## src/rtl/core/isa_pkg.sv

```systemverilog
// ----------------------------------------------------------------------------
// Index slot allocator package
// Shared constants, codes and structures of the slot allocator.
// ----------------------------------------------------------------------------
package isa_pkg;

    localparam int MAX_ENTRIES = 4096;
    localparam int MIN_ENTRIES = 32;
    localparam int SLOT_W      = 12;
    localparam int ADDR_W      = $clog2(MAX_ENTRIES);
    localparam int CNT_W       = ADDR_W + 1;

    localparam logic [CNT_W-1:0] MAX_CNT  = CNT_W'(MAX_ENTRIES);
    localparam logic [CNT_W-1:0] HALF_CNT = CNT_W'(MAX_ENTRIES / 2);
    localparam logic [CNT_W-1:0] MIN_CAP  =
        CNT_W'((MIN_ENTRIES > MAX_ENTRIES) ? MAX_ENTRIES : MIN_ENTRIES);

    localparam logic [1:0] KIND_ALLOC   = 2'd0;
    localparam logic [1:0] KIND_CLAIM   = 2'd1;
    localparam logic [1:0] KIND_RELEASE = 2'd2;

    typedef enum logic [1:0] {
        STATUS_OK     = 2'd0,
        STATUS_FULL   = 2'd1,
        STATUS_IN_USE = 2'd2,
        STATUS_RANGE  = 2'd3
    } status_t;

    typedef enum logic [3:0] {
        ST_CLEAR,
        ST_IDLE,
        ST_GROW,
        ST_CLAIM_CHK,
        ST_ALLOC,
        ST_POP_WAIT,
        ST_ALLOC_CHK,
        ST_REL_CHK,
        ST_CMP_MARK,
        ST_CMP_SCAN,
        ST_REL_PUSH,
        ST_DONE
    } state_t;

    // Request to a one-bit-wide map memory.
    typedef struct packed {
        logic              we;
        logic [ADDR_W-1:0] waddr;
        logic              wdata;
        logic [ADDR_W-1:0] raddr;
    } bit_req_t;

    // Request to the free stack memory.
    typedef struct packed {
        logic              we;
        logic [ADDR_W-1:0] waddr;
        logic [SLOT_W-1:0] wdata;
        logic [ADDR_W-1:0] raddr;
    } stack_req_t;

    // Bookkeeping counters, visible to the top level for checking.
    typedef struct packed {
        logic [CNT_W-1:0] depth;
        logic [CNT_W-1:0] bump;
        logic [CNT_W-1:0] cap;
    } isa_stat_t;

endpackage

```

## src/rtl/core/isa_ctrl.sv

```systemverilog
// ----------------------------------------------------------------------------
// Allocator sequencer
// Reads, modifies and writes back the in-use map, the free stack and the
// compaction scratch map, one transaction at a time.
// ----------------------------------------------------------------------------
module isa_ctrl (
    input  logic                       clk,
    input  logic                       rst_n,
    input  logic                       in_valid,
    output logic                       in_ready,
    input  logic [1:0]                 in_kind,
    input  logic [isa_pkg::SLOT_W-1:0] in_slot,
    output logic                       out_valid,
    input  logic                       out_ready,
    output logic [1:0]                 out_status,
    output logic [isa_pkg::SLOT_W-1:0] out_granted,
    output isa_pkg::bit_req_t          map_req,
    input  logic                       map_rdata,
    output isa_pkg::bit_req_t          scr_req,
    input  logic                       scr_rdata,
    output isa_pkg::stack_req_t        stk_req,
    input  logic [isa_pkg::SLOT_W-1:0] stk_rdata,
    output isa_pkg::isa_stat_t         stat
);

    isa_pkg::state_t                   state_reg, state_next;
    logic [isa_pkg::SLOT_W-1:0]        slot_reg, slot_next;
    logic [isa_pkg::ADDR_W-1:0]        idx_reg, idx_next;
    logic [isa_pkg::ADDR_W-1:0]        scan_reg, scan_next;
    logic [isa_pkg::CNT_W-1:0]         depth_reg, depth_next;
    logic [isa_pkg::CNT_W-1:0]         bump_reg, bump_next;
    logic [isa_pkg::CNT_W-1:0]         cap_reg, cap_next;
    logic [isa_pkg::CNT_W-1:0]         cnt_reg, cnt_next;
    logic [isa_pkg::CNT_W-1:0]         n_reg, n_next;
    logic                              pend_reg, pend_next;
    isa_pkg::status_t                  status_reg, status_next;
    logic [isa_pkg::SLOT_W-1:0]        granted_reg, granted_next;
    logic                              ovalid_reg, ovalid_next;
    logic [1:0]                        ostatus_reg, ostatus_next;
    logic [isa_pkg::SLOT_W-1:0]        ogranted_reg, ogranted_next;
    logic                              in_range;
    logic                              slot_range;
    logic                              out_free;
    logic [isa_pkg::CNT_W-1:0]         cap_grown;
    logic [isa_pkg::CNT_W-1:0]         depth_dec;

    assign in_range   = ({1'b0, in_slot} < isa_pkg::MAX_CNT);
    assign slot_range = ({1'b0, slot_reg} < isa_pkg::MAX_CNT);
    assign out_free   = !ovalid_reg || out_ready;
    assign cap_grown  = (cap_reg >= isa_pkg::HALF_CNT) ? isa_pkg::MAX_CNT
                                                       : {cap_reg[isa_pkg::CNT_W-2:0], 1'b0};
    assign depth_dec  = depth_reg - isa_pkg::CNT_W'(1);

    always_comb
    begin
        state_next = state_reg;
        case (state_reg)
            isa_pkg::ST_CLEAR:
            begin
                if (cnt_reg[isa_pkg::ADDR_W-1:0] == '1)
                begin
                    state_next = isa_pkg::ST_IDLE;
                end
            end
            isa_pkg::ST_IDLE:
            begin
                if (in_valid)
                begin
                    case (in_kind)
                        isa_pkg::KIND_ALLOC:   state_next = isa_pkg::ST_ALLOC;
                        isa_pkg::KIND_CLAIM:   state_next = in_range ? isa_pkg::ST_GROW
                                                                     : isa_pkg::ST_DONE;
                        isa_pkg::KIND_RELEASE: state_next = in_range ? isa_pkg::ST_REL_CHK
                                                                     : isa_pkg::ST_DONE;
                        default:               state_next = isa_pkg::ST_DONE;
                    endcase
                end
            end
            isa_pkg::ST_GROW:
            begin
                if ({1'b0, slot_reg} < cap_reg)
                begin
                    state_next = isa_pkg::ST_CLAIM_CHK;
                end
            end
            isa_pkg::ST_CLAIM_CHK:
            begin
                state_next = isa_pkg::ST_DONE;
            end
            isa_pkg::ST_ALLOC:
            begin
                if (depth_reg != '0)
                begin
                    state_next = isa_pkg::ST_POP_WAIT;
                end
                else if (bump_reg < cap_reg)
                begin
                    state_next = isa_pkg::ST_ALLOC_CHK;
                end
                else if (bump_reg >= isa_pkg::MAX_CNT)
                begin
                    state_next = isa_pkg::ST_DONE;
                end
                else
                begin
                    state_next = isa_pkg::ST_ALLOC_CHK;
                end
            end
            isa_pkg::ST_POP_WAIT:
            begin
                state_next = isa_pkg::ST_ALLOC_CHK;
            end
            isa_pkg::ST_ALLOC_CHK:
            begin
                state_next = map_rdata ? isa_pkg::ST_ALLOC : isa_pkg::ST_DONE;
            end
            isa_pkg::ST_REL_CHK:
            begin
                if (!map_rdata)
                begin
                    state_next = isa_pkg::ST_DONE;
                end
                else if (depth_reg >= cap_reg)
                begin
                    state_next = isa_pkg::ST_CMP_MARK;
                end
                else
                begin
                    state_next = isa_pkg::ST_REL_PUSH;
                end
            end
            isa_pkg::ST_CMP_MARK:
            begin
                if (cnt_reg == depth_reg && !pend_reg)
                begin
                    state_next = isa_pkg::ST_CMP_SCAN;
                end
            end
            isa_pkg::ST_CMP_SCAN:
            begin
                if (cnt_reg == isa_pkg::MAX_CNT && !pend_reg)
                begin
                    state_next = isa_pkg::ST_REL_PUSH;
                end
            end
            isa_pkg::ST_REL_PUSH:
            begin
                state_next = isa_pkg::ST_DONE;
            end
            isa_pkg::ST_DONE:
            begin
                if (out_free)
                begin
                    state_next = isa_pkg::ST_IDLE;
                end
            end
            default:
            begin
                state_next = isa_pkg::ST_IDLE;
            end
        endcase
    end

    always_comb
    begin
        slot_next     = slot_reg;
        idx_next      = idx_reg;
        scan_next     = scan_reg;
        depth_next    = depth_reg;
        bump_next     = bump_reg;
        cap_next      = cap_reg;
        cnt_next      = cnt_reg;
        n_next        = n_reg;
        pend_next     = pend_reg;
        status_next   = status_reg;
        granted_next  = granted_reg;
        ostatus_next  = ostatus_reg;
        ogranted_next = ogranted_reg;
        ovalid_next   = (ovalid_reg && !out_ready);
        in_ready      = 1'b0;
        map_req       = '0;
        scr_req       = '0;
        stk_req       = '0;

        case (state_reg)
            isa_pkg::ST_CLEAR:
            begin
                map_req.we    = 1'b1;
                map_req.waddr = cnt_reg[isa_pkg::ADDR_W-1:0];
                scr_req.we    = 1'b1;
                scr_req.waddr = cnt_reg[isa_pkg::ADDR_W-1:0];
                cnt_next      = cnt_reg + isa_pkg::CNT_W'(1);
            end
            isa_pkg::ST_IDLE:
            begin
                in_ready      = 1'b1;
                map_req.raddr = in_slot;
                if (in_valid)
                begin
                    slot_next    = in_slot;
                    status_next  = isa_pkg::STATUS_OK;
                    granted_next = (in_kind == isa_pkg::KIND_ALLOC) ? '0 : in_slot;
                    if ((in_kind == isa_pkg::KIND_CLAIM || in_kind == isa_pkg::KIND_RELEASE)
                        && !in_range)
                    begin
                        status_next = isa_pkg::STATUS_RANGE;
                    end
                end
            end
            isa_pkg::ST_GROW:
            begin
                map_req.raddr = slot_reg;
                if ({1'b0, slot_reg} >= cap_reg)
                begin
                    cap_next = cap_grown;
                end
            end
            isa_pkg::ST_CLAIM_CHK:
            begin
                if (map_rdata)
                begin
                    status_next = isa_pkg::STATUS_IN_USE;
                end
                else
                begin
                    map_req.we    = 1'b1;
                    map_req.waddr = slot_reg;
                    map_req.wdata = 1'b1;
                end
            end
            isa_pkg::ST_ALLOC:
            begin
                if (depth_reg != '0)
                begin
                    depth_next    = depth_dec;
                    stk_req.raddr = depth_dec[isa_pkg::ADDR_W-1:0];
                end
                else if (bump_reg >= cap_reg && bump_reg >= isa_pkg::MAX_CNT)
                begin
                    status_next  = isa_pkg::STATUS_FULL;
                    granted_next = '0;
                end
                else
                begin
                    // The pointer has reached the capacity: double it first.
                    if (bump_reg >= cap_reg)
                    begin
                        cap_next = cap_grown;
                    end
                    idx_next      = bump_reg[isa_pkg::ADDR_W-1:0];
                    map_req.raddr = bump_reg[isa_pkg::ADDR_W-1:0];
                    bump_next     = bump_reg + isa_pkg::CNT_W'(1);
                end
            end
            isa_pkg::ST_POP_WAIT:
            begin
                idx_next      = stk_rdata;
                map_req.raddr = stk_rdata;
            end
            isa_pkg::ST_ALLOC_CHK:
            begin
                if (!map_rdata)
                begin
                    map_req.we    = 1'b1;
                    map_req.waddr = idx_reg;
                    map_req.wdata = 1'b1;
                    granted_next  = idx_reg;
                end
            end
            isa_pkg::ST_REL_CHK:
            begin
                cnt_next  = '0;
                pend_next = 1'b0;
            end
            isa_pkg::ST_CMP_MARK:
            begin
                // Read the stack entries in order and mark each value.
                pend_next = (cnt_reg < depth_reg);
                if (cnt_reg < depth_reg)
                begin
                    stk_req.raddr = cnt_reg[isa_pkg::ADDR_W-1:0];
                    cnt_next      = cnt_reg + isa_pkg::CNT_W'(1);
                end
                if (pend_reg)
                begin
                    scr_req.we    = 1'b1;
                    scr_req.waddr = stk_rdata;
                    scr_req.wdata = 1'b1;
                end
                if (cnt_reg == depth_reg && !pend_reg)
                begin
                    cnt_next = '0;
                    n_next   = '0;
                end
            end
            isa_pkg::ST_CMP_SCAN:
            begin
                // Sweep the scratch map, rebuilding the stack in ascending order
                // and clearing each mark in the cycle after its read.
                pend_next = (cnt_reg < isa_pkg::MAX_CNT);
                if (cnt_reg < isa_pkg::MAX_CNT)
                begin
                    scr_req.raddr = cnt_reg[isa_pkg::ADDR_W-1:0];
                    scan_next     = cnt_reg[isa_pkg::ADDR_W-1:0];
                    cnt_next      = cnt_reg + isa_pkg::CNT_W'(1);
                end
                if (pend_reg && scr_rdata)
                begin
                    stk_req.we    = 1'b1;
                    stk_req.waddr = n_reg[isa_pkg::ADDR_W-1:0];
                    stk_req.wdata = scan_reg;
                    scr_req.we    = 1'b1;
                    scr_req.waddr = scan_reg;
                    scr_req.wdata = 1'b0;
                    n_next        = n_reg + isa_pkg::CNT_W'(1);
                end
                if (cnt_reg == isa_pkg::MAX_CNT && !pend_reg)
                begin
                    depth_next = n_reg;
                end
            end
            isa_pkg::ST_REL_PUSH:
            begin
                map_req.we    = 1'b1;
                map_req.waddr = slot_reg;
                map_req.wdata = 1'b0;
                if (depth_reg < cap_reg && slot_range)
                begin
                    stk_req.we    = 1'b1;
                    stk_req.waddr = depth_reg[isa_pkg::ADDR_W-1:0];
                    stk_req.wdata = slot_reg;
                    depth_next    = depth_reg + isa_pkg::CNT_W'(1);
                end
            end
            isa_pkg::ST_DONE:
            begin
                if (out_free)
                begin
                    ovalid_next   = 1'b1;
                    ostatus_next  = status_reg;
                    ogranted_next = granted_reg;
                end
            end
            default:
            begin
                in_ready = 1'b0;
            end
        endcase
    end

    always_ff @(posedge clk or negedge rst_n)
    begin
        if (!rst_n)
        begin
            state_reg  <= isa_pkg::ST_CLEAR;
            depth_reg  <= '0;
            bump_reg   <= '0;
            cap_reg    <= isa_pkg::MIN_CAP;
            cnt_reg    <= '0;
            pend_reg   <= 1'b0;
            ovalid_reg <= 1'b0;
        end
        else
        begin
            state_reg  <= state_next;
            depth_reg  <= depth_next;
            bump_reg   <= bump_next;
            cap_reg    <= cap_next;
            cnt_reg    <= cnt_next;
            pend_reg   <= pend_next;
            ovalid_reg <= ovalid_next;
        end
    end

    always_ff @(posedge clk)
    begin
        slot_reg     <= slot_next;
        idx_reg      <= idx_next;
        scan_reg     <= scan_next;
        n_reg        <= n_next;
        status_reg   <= status_next;
        granted_reg  <= granted_next;
        ostatus_reg  <= ostatus_next;
        ogranted_reg <= ogranted_next;
    end

    assign out_valid   = ovalid_reg;
    assign out_status  = ostatus_reg;
    assign out_granted = ogranted_reg;
    assign stat.depth  = depth_reg;
    assign stat.bump   = bump_reg;
    assign stat.cap    = cap_reg;

endmodule
```

## config.mk

```make
export PLATFORM = sky130hd
export DESIGN_NAME = isa_ctrl
export DESIGN_NICKNAME = d
export VERILOG_FILES = /design/src/rtl/core/isa_pkg.sv /design/src/rtl/core/isa_ctrl.sv
export SDC_FILE = /design/constraint.sdc
export NUM_CORES = 1
export LEC_CHECK = 0
export ABC_AREA = 0
export BUFFER_PORTS_ARGS = -buffer_cell sky130_fd_sc_hd__clkbuf_2
export CELL_PAD_IN_SITES_DETAIL_PLACEMENT = 1
export CELL_PAD_IN_SITES_GLOBAL_PLACEMENT = 1
export CORE_MARGIN = 5
export CORE_UTILIZATION = 38
export CTS_CLUSTER_DIAMETER = 150
export CTS_CLUSTER_SIZE = 20
export DETAILED_ROUTE_END_ITERATION = 7
export GPL_TIMING_DRIVEN = 0
export PLACE_DENSITY = 0.87
export SETUP_SLACK_MARGIN = 0.1
export SYNTH_ARGS = -nofsm -noshare
export SYNTH_HDL_FRONTEND = slang
export SYNTH_SLANG_ARGS = --single-unit
```

## constraint.sdc

```tcl
create_clock -name clk -period 3.35 [get_ports clk]
set_input_delay 0.67 -clock clk [delete_from_list [all_inputs] [get_ports clk]]
set_output_delay 0.67 -clock clk [all_outputs]
set_load 0.02 [all_outputs]
```

======== Word level (Yosys, flattened, before mapping) ========
Cells that the tools add are included.
storage, ports and cells
  register bits ........................... 135
  input port bits ......................... 32
operators by class
  $add $sub $neg .......................... 5
  magnitude comparators ................... 10
  eq/ne operators ......................... 34
  multiplexer cells ....................... 68
  bitwise operators ....................... 2
  reductions and logical operators ........ 33
operators by type and width
  kind                                                   number
  two-way mux 13 bit                                     13
  two-way mux 12 bit                                     13
  one-hot mux 13 bit (4 select lines)                    2
  one-hot mux 13 bit (3 select lines)                    2
  two-way mux 14 bit                                     4
  adder 13 x 1 -> 13 bit, second input constant          4
  one-hot mux 13 bit (2 select lines)                    2
  two-way mux 25 bit                                     2
  one-hot mux 25 bit (2 select lines)                    1
  one-hot mux 12 bit (2 select lines)                    2
  one-hot mux 12 bit (4 select lines)                    1
  one-hot mux 4 bit (11 select lines)                    1
  two-way mux 4 bit                                      10
  less-than comparator 13 bit                            3
  one-hot mux 12 bit (3 select lines)                    1
  != test 2 bit, second input constant                   17
  >= comparator 13 bit                                   2
  == test 4 x 3 -> 1 bit, second input constant          4
  == test 4 bit, second input constant                   4
  AND reduction 5 bit                                    3
  == test 13 bit                                         1
  == test 13 bit, second input constant                  1
  >= comparator 12 x 13 -> 1 bit                         1
  >= comparator 13 x 12 -> 1 bit, second input constant  1
  31 further kinds                                       57

======== Logic depth before layout (Yosys ltp) ========
Gate-level depths: netlist of run 1.
  word-level depth ........................ 6
  depth in mapped cells ................... 13
  gate-level depth less buffers ........... 9

======== Worst setup path after synthesis of run 1 ========
No wires, ideal clock.
  path type ............................... register to output
  start point ............................. register depth_reg[0] (netlist name)
  end point ............................... output port map_req[2] (netlist name)
  data arrival time ....................... 2.888 ns
  data required time ...................... 2.680 ns
  path slack .............................. -0.208 ns
  cell stages (with the launch flop) ...... 11
  cells stage by stage .................... dfrtp_1 > clkbuf_1 > inv_1 > ha_1 > or3b_1 > buf_2 > or4_4 > a211oi_4 > clkbuf_1 > nand2_1 > nand3_1
RTL lines
  what                    RTL line         source
  start, declared         isa_ctrl.sv:30   logic [isa_pkg::CNT_W-1:0] depth_reg, depth_next;
  start signal, assigned  isa_ctrl.sv:366  depth_reg <= depth_next;
  end, declared           isa_ctrl.sv:17   output isa_pkg::bit_req_t map_req,

==> implementation parameters, run 1 <==
Parameter                              Value

Run status
  Outcome    finished with violations
  Violated checks    design-rule violations, negative setup slack

Power
  Peak supply drop    approximately 0.31 mV
  Static leakage    ~5.5 nW
  Power density relative to cell area    approximately 310 nW/um2
  Total power    about 3.7 mW

Synthesis
  Async set or reset register ratio after synthesis    40.8%
  Gate count of the mapped netlist    between 900 and 1,000
  Mean instance size in the synthesized netlist    9.26 um2
  Post-synth top area cell    sky130_fd_sc_hd__edfxtp_1
  Mux share of post-synthesis cell area    0.713%
  Dominant synthesized flop cell    sky130_fd_sc_hd__edfxtp_1
  Adder-cell share of the synthesized area    between 6 and 7%
  Flip-flop and latch count after synthesis    130
  Post-synthesis compound-gate area fraction    about a fifth
  Post-synthesis cell type count    70
  Yosys warns    0
  Portion of the post-synthesis area used by sequential elements    about 43%
  Netlist Area Pre-Place    8430 um2
  Xor/xnor cell area share of the yosys netlist    ~3.8%
  Area share of the largest cell type after synthesis    27.4%
  Simple-gate share of the synthesized area    between 10% and 20%
  Combinational family with the most area after synthesis    compound AO/OA/AOI/OAI gates
  Number of enable-type register cells in the synthesized netlist    77
  Dominant cells by area after synthesis    sky130_fd_sc_hd__edfxtp_1 27%, sky130_fd_sc_hd__dfrtp_1 15%, sky130_fd_sc_hd__ha_1 6.4%, sky130_fd_sc_hd__nand2_1 4.6%, sky130_fd_sc_hd__o21ai_0 3.8%

STA
  Crit share post-route    111%
  Total of endpoints with negative setup slack in the final report    60
  Worst path setup slack after routing    -0.378 ns
  Time the final worst path needs with I/O delays and setup    3.73 ns
  Post-Route Skew    0.0230 ns
  Measured slew at the worst slew-check pin    roughly 0.94 ns
  Unrepaired setup endpoints after global routing    true
  Max-slew headroom    a little under two fifths
  Number of hold violations in the final report    0
  Number of max-slew violations in the final report    0
  Total negative slack    -8.30 ns
  FMAX    268 MHz

Worst setup path
  Largest stage delay on the critical path    0.61 ns
  CP required    about 2.7 ns
  Standard cell with the maximum stage delay on the critical path    sky130_fd_sc_hd__dfrtp_1
  Largest fanout of any net on the critical path    7
  Worst path arrival time    between 3 and 4 ns
  Startpoint Class    register
  Register-to-Register Setup Slack    -0.04 ns
  Class of the most critical setup path    reg -> out
  CP Buf/Inv Count    4
  Critical path endpoint category    output pin
  Chain of cells forming the critical path    ha_1 > nand4_1 > a21oi_1 > or3_1 > buf_2 > a211oi_4 > buf_6 > clkbuf_16 > nand2_4 > nand3_2 > buf_8
  Cell class contributing the biggest share of worst-path delay    buffers and inverters

Place
  Global placer's final weighted congestion    just over 0.9
  Total placed instance area    between 9000 and 10,000 um2
  Worst slack at placement    -0.483 ns
  Post-detailed-placement half-perimeter wirelength    approximately 26 mm
  Port-buffer cells    between 150 and 200

Floorplan
  Area of the core    about 22,000 um2
  Die extent in y    ~160 um
  Horiz. Die Dim    between 150 and 200 um
  Starting density of the core    between 30% and 40%
  Floorplan die area    25,300 um2
  Std-Cell Rows    54
  Boundary Pins    between 150 and 200

CTS
  Worst skew pair latency    ~0.45 ns
  Number of buffers created by CTS    17
  Clock tree from TritonCTS    done
  Clock Root Buffer    sky130_fd_sc_hd__clkbuf_16
  Clock edge transition at the registers on the reported setup and hold paths    roughly 0.080 ns
  Clk sinks    between 100 and 150
  Total of hold buffers inserted after clock tree synthesis    0
  H-Tree Level Count    4
  Bufs on Longest Clock Path    2

Route
  Average wire length per cell after detail routing    around 30 um
  DRT iter0 DRCs    between 1,000 and 1,500
  Vias per Instance    about 6.7
  Total detailed-routing wirelength    43.9 mm
  DRC violations left    3
  Detailed-route via count    9,871
  Residual antenna-violating net count after detailed routing    0
  Count of TritonRoute iterations in the first routing pass    8

Global route
  Vias in the first global route    about 9,600
  Antenna violations before repair    1
  Overflow after GRT    0
  Pin count of the biggest net entering global routing    54
  Overall routing resource usage    around 29%
  Wire length of the first global-routing pass    58.2 mm

Layout
  Register area    roughly 3700 um2
  Combined area of the multi-input logic cells    just under 5000 um2
  Final net count    1,251
  Ratio of cells with drive above 1 in the final layout    38.2%
  Non-Filler Cell Area, Final    between 10,000 and 15,000 um2
  Layout-stage area growth over the synthesis result    44.1%
  Layout fillers    between 2,000 and 2,500

Hold path
  Class of the tightest hold or removal check    in -> async

Job
  Maximum Capacitance Violations    0
worst paths after layout:
path	from	end	depth (start not counted)
max reg2reg	depth_reg[0]$_DFFE_PN0P_	idx_reg[6]$_DFFE_PP_	12
min in group clk	granted_reg[8]$_DFFE_PP_	out_granted[8]$_DFFE_PP_	0
max in group asynchronous	rst_n	cnt_reg[2]$_DFFE_PN0P_	1
min reg2reg	granted_reg[8]$_DFFE_PP_	out_granted[8]$_DFFE_PP_	0
min	rst_n	bump_reg[0]$_DFFE_PN0P_	1
max	bump_reg[9]$_DFFE_PN0P_	map_req[7]	11
cells by family (layout without fill, tap and decap cells):
kind of cell / after synthesis / in the layout
muxes: 6 / 6
xor gates and xnor gates: 37 / 37
adders and majority gates: 43 / 43
buffers and inverters: 111 / 386
DFF: 130 / 130
other: 1 / 6
and+or+nand+nor: 332 / 332
AOI/OAI and AO/OA: 250 / 250
metrics by stage:
step	cells	utilization, %	hold WS [ns]
after floorplan	914	-	0.374
after global placement	1363	44.6	0.404
after detailed placement	1364	44.7	0.408
after CTS	1434	51.7	0.380
after global routing	1470	55.6	0.390
final	1470	55.6	0.322
area by class of cell:
class	count	area share, %
Antenna cell	1	0.0206
Buffer	63	4.03
Clock buffer	17	3.50
Clock inverter	15	1.31
Inverter	46	1.48
Multi-Input combinational cell	673	41.0
Sequential cell	130	30.2
Tap cell	280	2.89
Timing Repair Buffer	245	15.6
layout by cell type, fill, tap and decap left out, types with 7 or more instances in the layout:
cell                        count
sky130_fd_sc_hd__clkbuf_2     125
sky130_fd_sc_hd__nand2_1       90
sky130_fd_sc_hd__edfxtp_1      77
sky130_fd_sc_hd__buf_4         70
sky130_fd_sc_hd__o21ai_0       52
sky130_fd_sc_hd__nor2_1        47
sky130_fd_sc_hd__buf_6         44
sky130_fd_sc_hd__a21oi_1       41
sky130_fd_sc_hd__a22oi_1       39
sky130_fd_sc_hd__ha_1          38
sky130_fd_sc_hd__inv_1         34
sky130_fd_sc_hd__dfrtp_1       31
sky130_fd_sc_hd__a22o_1        30
sky130_fd_sc_hd__xnor2_1       26
sky130_fd_sc_hd__nand3_1       23
sky130_fd_sc_hd__buf_8         22
sky130_fd_sc_hd__clkbuf_1      22
sky130_fd_sc_hd__dfrtp_2       21
sky130_fd_sc_hd__clkbuf_16     20
sky130_fd_sc_hd__nand4_1       16
sky130_fd_sc_hd__and3_1        16
sky130_fd_sc_hd__and2_1        16
sky130_fd_sc_hd__nor3_1        14
sky130_fd_sc_hd__a222oi_1      13
sky130_fd_sc_hd__inv_2         10
sky130_fd_sc_hd__nand2b_1       9
sky130_fd_sc_hd__or3_1          9
sky130_fd_sc_hd__o21ai_4        9
sky130_fd_sc_hd__nand2_4        9
sky130_fd_sc_hd__clkbuf_8       8
sky130_fd_sc_hd__nand3_2        8
sky130_fd_sc_hd__xor2_1         8
sky130_fd_sc_hd__or2_2          7
sky130_fd_sc_hd__a21o_1         7
sky130_fd_sc_hd__a22o_4         7
sky130_fd_sc_hd__o22ai_1        7
metal layers:
layer  up-vias  routed length [um]  track usage, %
met3       284                4790            5.52
met1      4794               15700            36.7
met2       888               20100            47.7
met4         0                3410            15.1
met5         -                   0               0
li1       3905                   -               -
what timing repair did:
action	CTS	global route
gates cloned	3	1
gates resized for setup	181	206
pin swaps	19	24
setup buffers	37	35
setup endpoints to repair	127	123
cells in the mapped netlist (all sizes together) (4+ instances only):
master	count
dfrtp	52
a221oi	4
o22ai	7
or2	10
buf	16
edfxtp	77
a22oi	39
a31oi	4
nor2	56
and3	17
o211ai	4
nor2b	7
clkbuf	49
a22o	37
a21oi	44
nand4	16
mux2i	6
nand2b	11
o21ai	64
or3	11
xor2	8
nand2	103
a222oi	13
nand3	36
inv	46
and4	4
nor3	22
o31ai	4
a21o	7
nor4	9
ha	43
and2	18
xnor2	29
where the power goes:
part / total, mW / internal [mW] / switching [mW]
sequential: 1.69 / 1.69 / 0.0000000000000000337
clock: 1.94 / 0.999 / 0.936
combinational: 0.0842 / 0.0250 / 0.0592
total: 3.71 / 2.71 / 0.996
(Power assumes the default switching activity.)
==> run 2: changes to the inputs <==
- CORE_UTILIZATION: 38 -> 42
- PLACE_DENSITY: 0.87 -> 0.91
- clock period: 3.35 -> 4 ns (I/O delays scaled with it)
==> run 2 against run 1 <==
  * The run now ends clean
  * Sequential power down 17%
  * Power down 19%
  * Worst setup slack better by 0.41 ns
  * Critical endpoint is now map_req[6]
  * Largest power group unchanged
  * Highest routed layer unchanged
==> implementation parameters, run 2 (synthesis gave the netlist of run 1 again) <==
Parameter                              Value

Run status
  Outcome    complete, no violations

Global route
  Pin count of the biggest net entering global routing    54 (unchanged)
  Overflow after GRT    0 (unchanged)
  Wire length of the first global-routing pass    55.3 mm (-5.1%)
  Vias in the first global route    9,309 (-2.7%)
  Antenna violations before repair    0 (-1)
  Overall routing resource usage    32.0% (+2.9 points)

Worst setup path
  Class of the most critical setup path    reg -> out
  Standard cell with the maximum stage delay on the critical path    sky130_fd_sc_hd__or4_4
  CP Buf/Inv Count    6 (+2)
  Largest stage delay on the critical path    0.58 ns (-0.03 ns)
  Chain of cells forming the critical path    clkbuf_8 > inv_6 > ha_4 > or3b_4 > buf_6 > or4_4 > a211oi_4 > buf_6 > clkbuf_16 > nand2_1 > nand3_2 > buf_6
  Critical path endpoint category    output pin
  Cell class contributing the biggest share of worst-path delay    simple AND/OR/NAND/NOR gates
  Worst path arrival time    3.16 ns (+0.10 ns)
  Startpoint Class    register
  CP required    3.20 ns (+0.52 ns)
  Crit-path most repeated cell    sky130_fd_sc_hd__buf_6
  Largest fanout of any net on the critical path    5 (-2)

Hold path
  Class of the tightest hold or removal check    reg -> reg

STA
  Total of endpoints with negative setup slack in the final report    0 (-100%)
  FMAX    252 MHz
  Measured slew at the worst slew-check pin    0.970 ns (+0.0350 ns)
  Max-slew headroom    35.3% (-2.1 points)
  Crit share post-route    99.1%
  Time the final worst path needs with I/O delays and setup    3.96 ns
  Post-Route Skew    0.0218 ns (-0.00120 ns)
  Unrepaired setup endpoints after global routing    true
  Number of max-slew violations in the final report    0 (unchanged)
  Number of hold violations in the final report    0 (unchanged)
  Worst path setup slack after routing    0.0373 ns (+0.415 ns)

Floorplan
  Horiz. Die Dim    152 um (-4.6%)
  Floorplan die area    23,000 um2 (-8.9%)
  Starting density of the core    43.0% (+4.4 points)
  Area of the core    19,600 um2 (-10%)
  Boundary Pins    176 (unchanged)
  Die extent in y    152 um (-4.6%)
  Std-Cell Rows    51 (-5.6%)

Route
  Detail Route met2 WL    17.4 mm (-13%)
  Routed met3 length    4.61 mm (-3.8%)
  Detailed-route via count    9,365 (-5.1%)
  Length of routed wiring on met1    14.0 mm (-10%)
  Count of TritonRoute iterations in the first routing pass    6 (-2)
  DRC violations left    0 (-3)
  Total detailed-routing wirelength    38.7 mm (-12%)
  Vias per Instance    6.69 (-0.31%)
  Uppermost layer routed    met4
  Average wire length per cell after detail routing    27.7 um (-7.5%)
  Residual antenna-violating net count after detailed routing    0 (unchanged)
  DRT iter0 DRCs    1,537 (+7.9%)

CTS
  Clock Root Buffer    sky130_fd_sc_hd__clkbuf_16
  Clock edge transition at the registers on the reported setup and hold paths    0.07 ns (about the same)
  Worst skew pair latency    0.45 ns (about the same)
  Clock tree from TritonCTS    done
  Clk sinks    130 (unchanged)
  Number of buffers created by CTS    17 (unchanged)
  H-Tree Level Count    4 (unchanged)
  Bufs on Longest Clock Path    2 (unchanged)
  Total of hold buffers inserted after clock tree synthesis    0 (unchanged)

Place
  Worst slack at placement    -0.467 ns (+0.0165 ns)
  Number of cells in the design after placement    1,349 (-1.1%)
  Global placer's final weighted congestion    1.01 (+9.1%)
  Post-detailed-placement half-perimeter wirelength    25.6 mm (-0.39%)
  Port-buffer cells    169 (unchanged)

Power
  Static leakage    4.84 nW (-12%)
  Peak supply drop    0.286 mV (-9.1%)
  Total power    3.01 mW (-19%)
  Power density relative to cell area    281 nW/um2 (-7.8%)

Layout
  Cell Count, Final, Fillers Out    1,399 (-4.8%)
  Layout-stage area growth over the synthesis result    26.9%
  Final net count    1,195 (-4.5%)
  Commonest non-fill, non-tap cell in the layout    sky130_fd_sc_hd__clkbuf_2
  Register area    3640 um2 (-0.58%)
  Highest-count cells in the layout ignoring fill and taps    167 x sky130_fd_sc_hd__clkbuf_2, 96 x sky130_fd_sc_hd__nand2_1, 77 x sky130_fd_sc_hd__edfxtp_1, 64 x sky130_fd_sc_hd__o21ai_0, 52 x sky130_fd_sc_hd__nor2_1
  Combined area of the multi-input logic cells    4510 um2 (-9.2%)
  Post-layout util    54.6% (-1.1 points)
  Ratio of cells with drive above 1 in the final layout    28.2% (-10 points)
  Layout fillers    2,284 (-5.3%)

Job
  Maximum Capacitance Violations    0 (unchanged)
-- run 2: cell count changes in the layout (fill, tap and decap cells not counted), sizes merged --
| cell | before | now |
|---|---|---|
| buf | 145 | 53 |
| bufinv | 0 | 1 |
| clkbuf | 180 | 218 |
| clkinv | 5 | 9 |
| clkinvlp | 2 | 1 |
| inv | 54 | 48 |
-- run 2: path summary, 6_finish.rpt --
kind	startpoint	endpoint	slack, ns	cells after the start
worst max-delay path	depth_reg[0]$_DFFE_PN0P_	map_req[6]	0.04	12
worst min-delay path	granted_reg[1]$_DFFE_PP_	out_granted[1]$_DFFE_PP_	0.42	0
worst max register to register	depth_reg[0]$_DFFE_PN0P_	granted_reg[8]$_DFFE_PP_	0.35	9
worst min register to register	granted_reg[1]$_DFFE_PP_	out_granted[1]$_DFFE_PP_	0.42	0
max in group asynchronous	rst_n	depth_reg[10]$_DFFE_PN0P_	2.93	1
min in group asynchronous	rst_n	depth_reg[2]$_DFFE_PN0P_	0.48	1
-- run 2: metrics by stage --
step           instance area (um2)  hold WS, ns  setup TNS (ns)
3_3_place_gp                  9620        0.404           -8.26
4_1_cts                      10400        0.418               0
2_1_floorplan                 8440        0.400               0
3_5_place_dp                  9640        0.409           -9.82
6_report                     10700        0.423               0
5_1_grt                      10700        0.438               0
-- run 2: area by class of cell --
type	instances	area share [%]
clock buffers	19	4.05
flip-flops and latches	130	34.1
repair buffers	191	10.4
inverters	46	1.66
well taps	265	3.10
multi-input cells	673	42.2
diodes	1	0.0234
plain buffers	61	3.41
clock inverters	13	1.05
-- run 2: repair_timing --
item                                   4_1_cts  5_1_grt
buffers inserted                            12        8
cloned                                       1        0
pin swaps                                    3       12
setup endpoints to repair                   96       74
endpoints found under the hold margin        0        0
resized for setup                           53       76
-- run 2: routing by layer --
| metal | GRT usage [%] | vias up |
|---|---|---|
| met5 | 0 | - |
| met4 | 16.4 | 0 |
| met3 | 8.09 | 235 |
| met2 | 50.1 | 842 |
| met1 | 41.0 | 4491 |
| li1 | - | 3797 |
-- run 2: worst reg2reg max path, stage by stage (launching register included) --
cell,delay (ns)
sky130_fd_sc_hd__dfrtp_1,0.40
sky130_fd_sc_hd__clkbuf_8,0.16
sky130_fd_sc_hd__inv_6,0.06
sky130_fd_sc_hd__ha_4,0.12
sky130_fd_sc_hd__or3b_4,0.37
sky130_fd_sc_hd__buf_6,0.14
sky130_fd_sc_hd__or4_4,0.58
sky130_fd_sc_hd__and2_4,0.24
sky130_fd_sc_hd__nor4_1,0.45
sky130_fd_sc_hd__o21a_1,0.76
-- run 2: power breakdown --
part	total, mW	internal, mW	switching, mW
clock network	1.53	0.854	0.673
registers	1.41	1.41	0.0000000000000000173
logic	0.0684	0.0209	0.0474
total	3.01	2.29	0.720
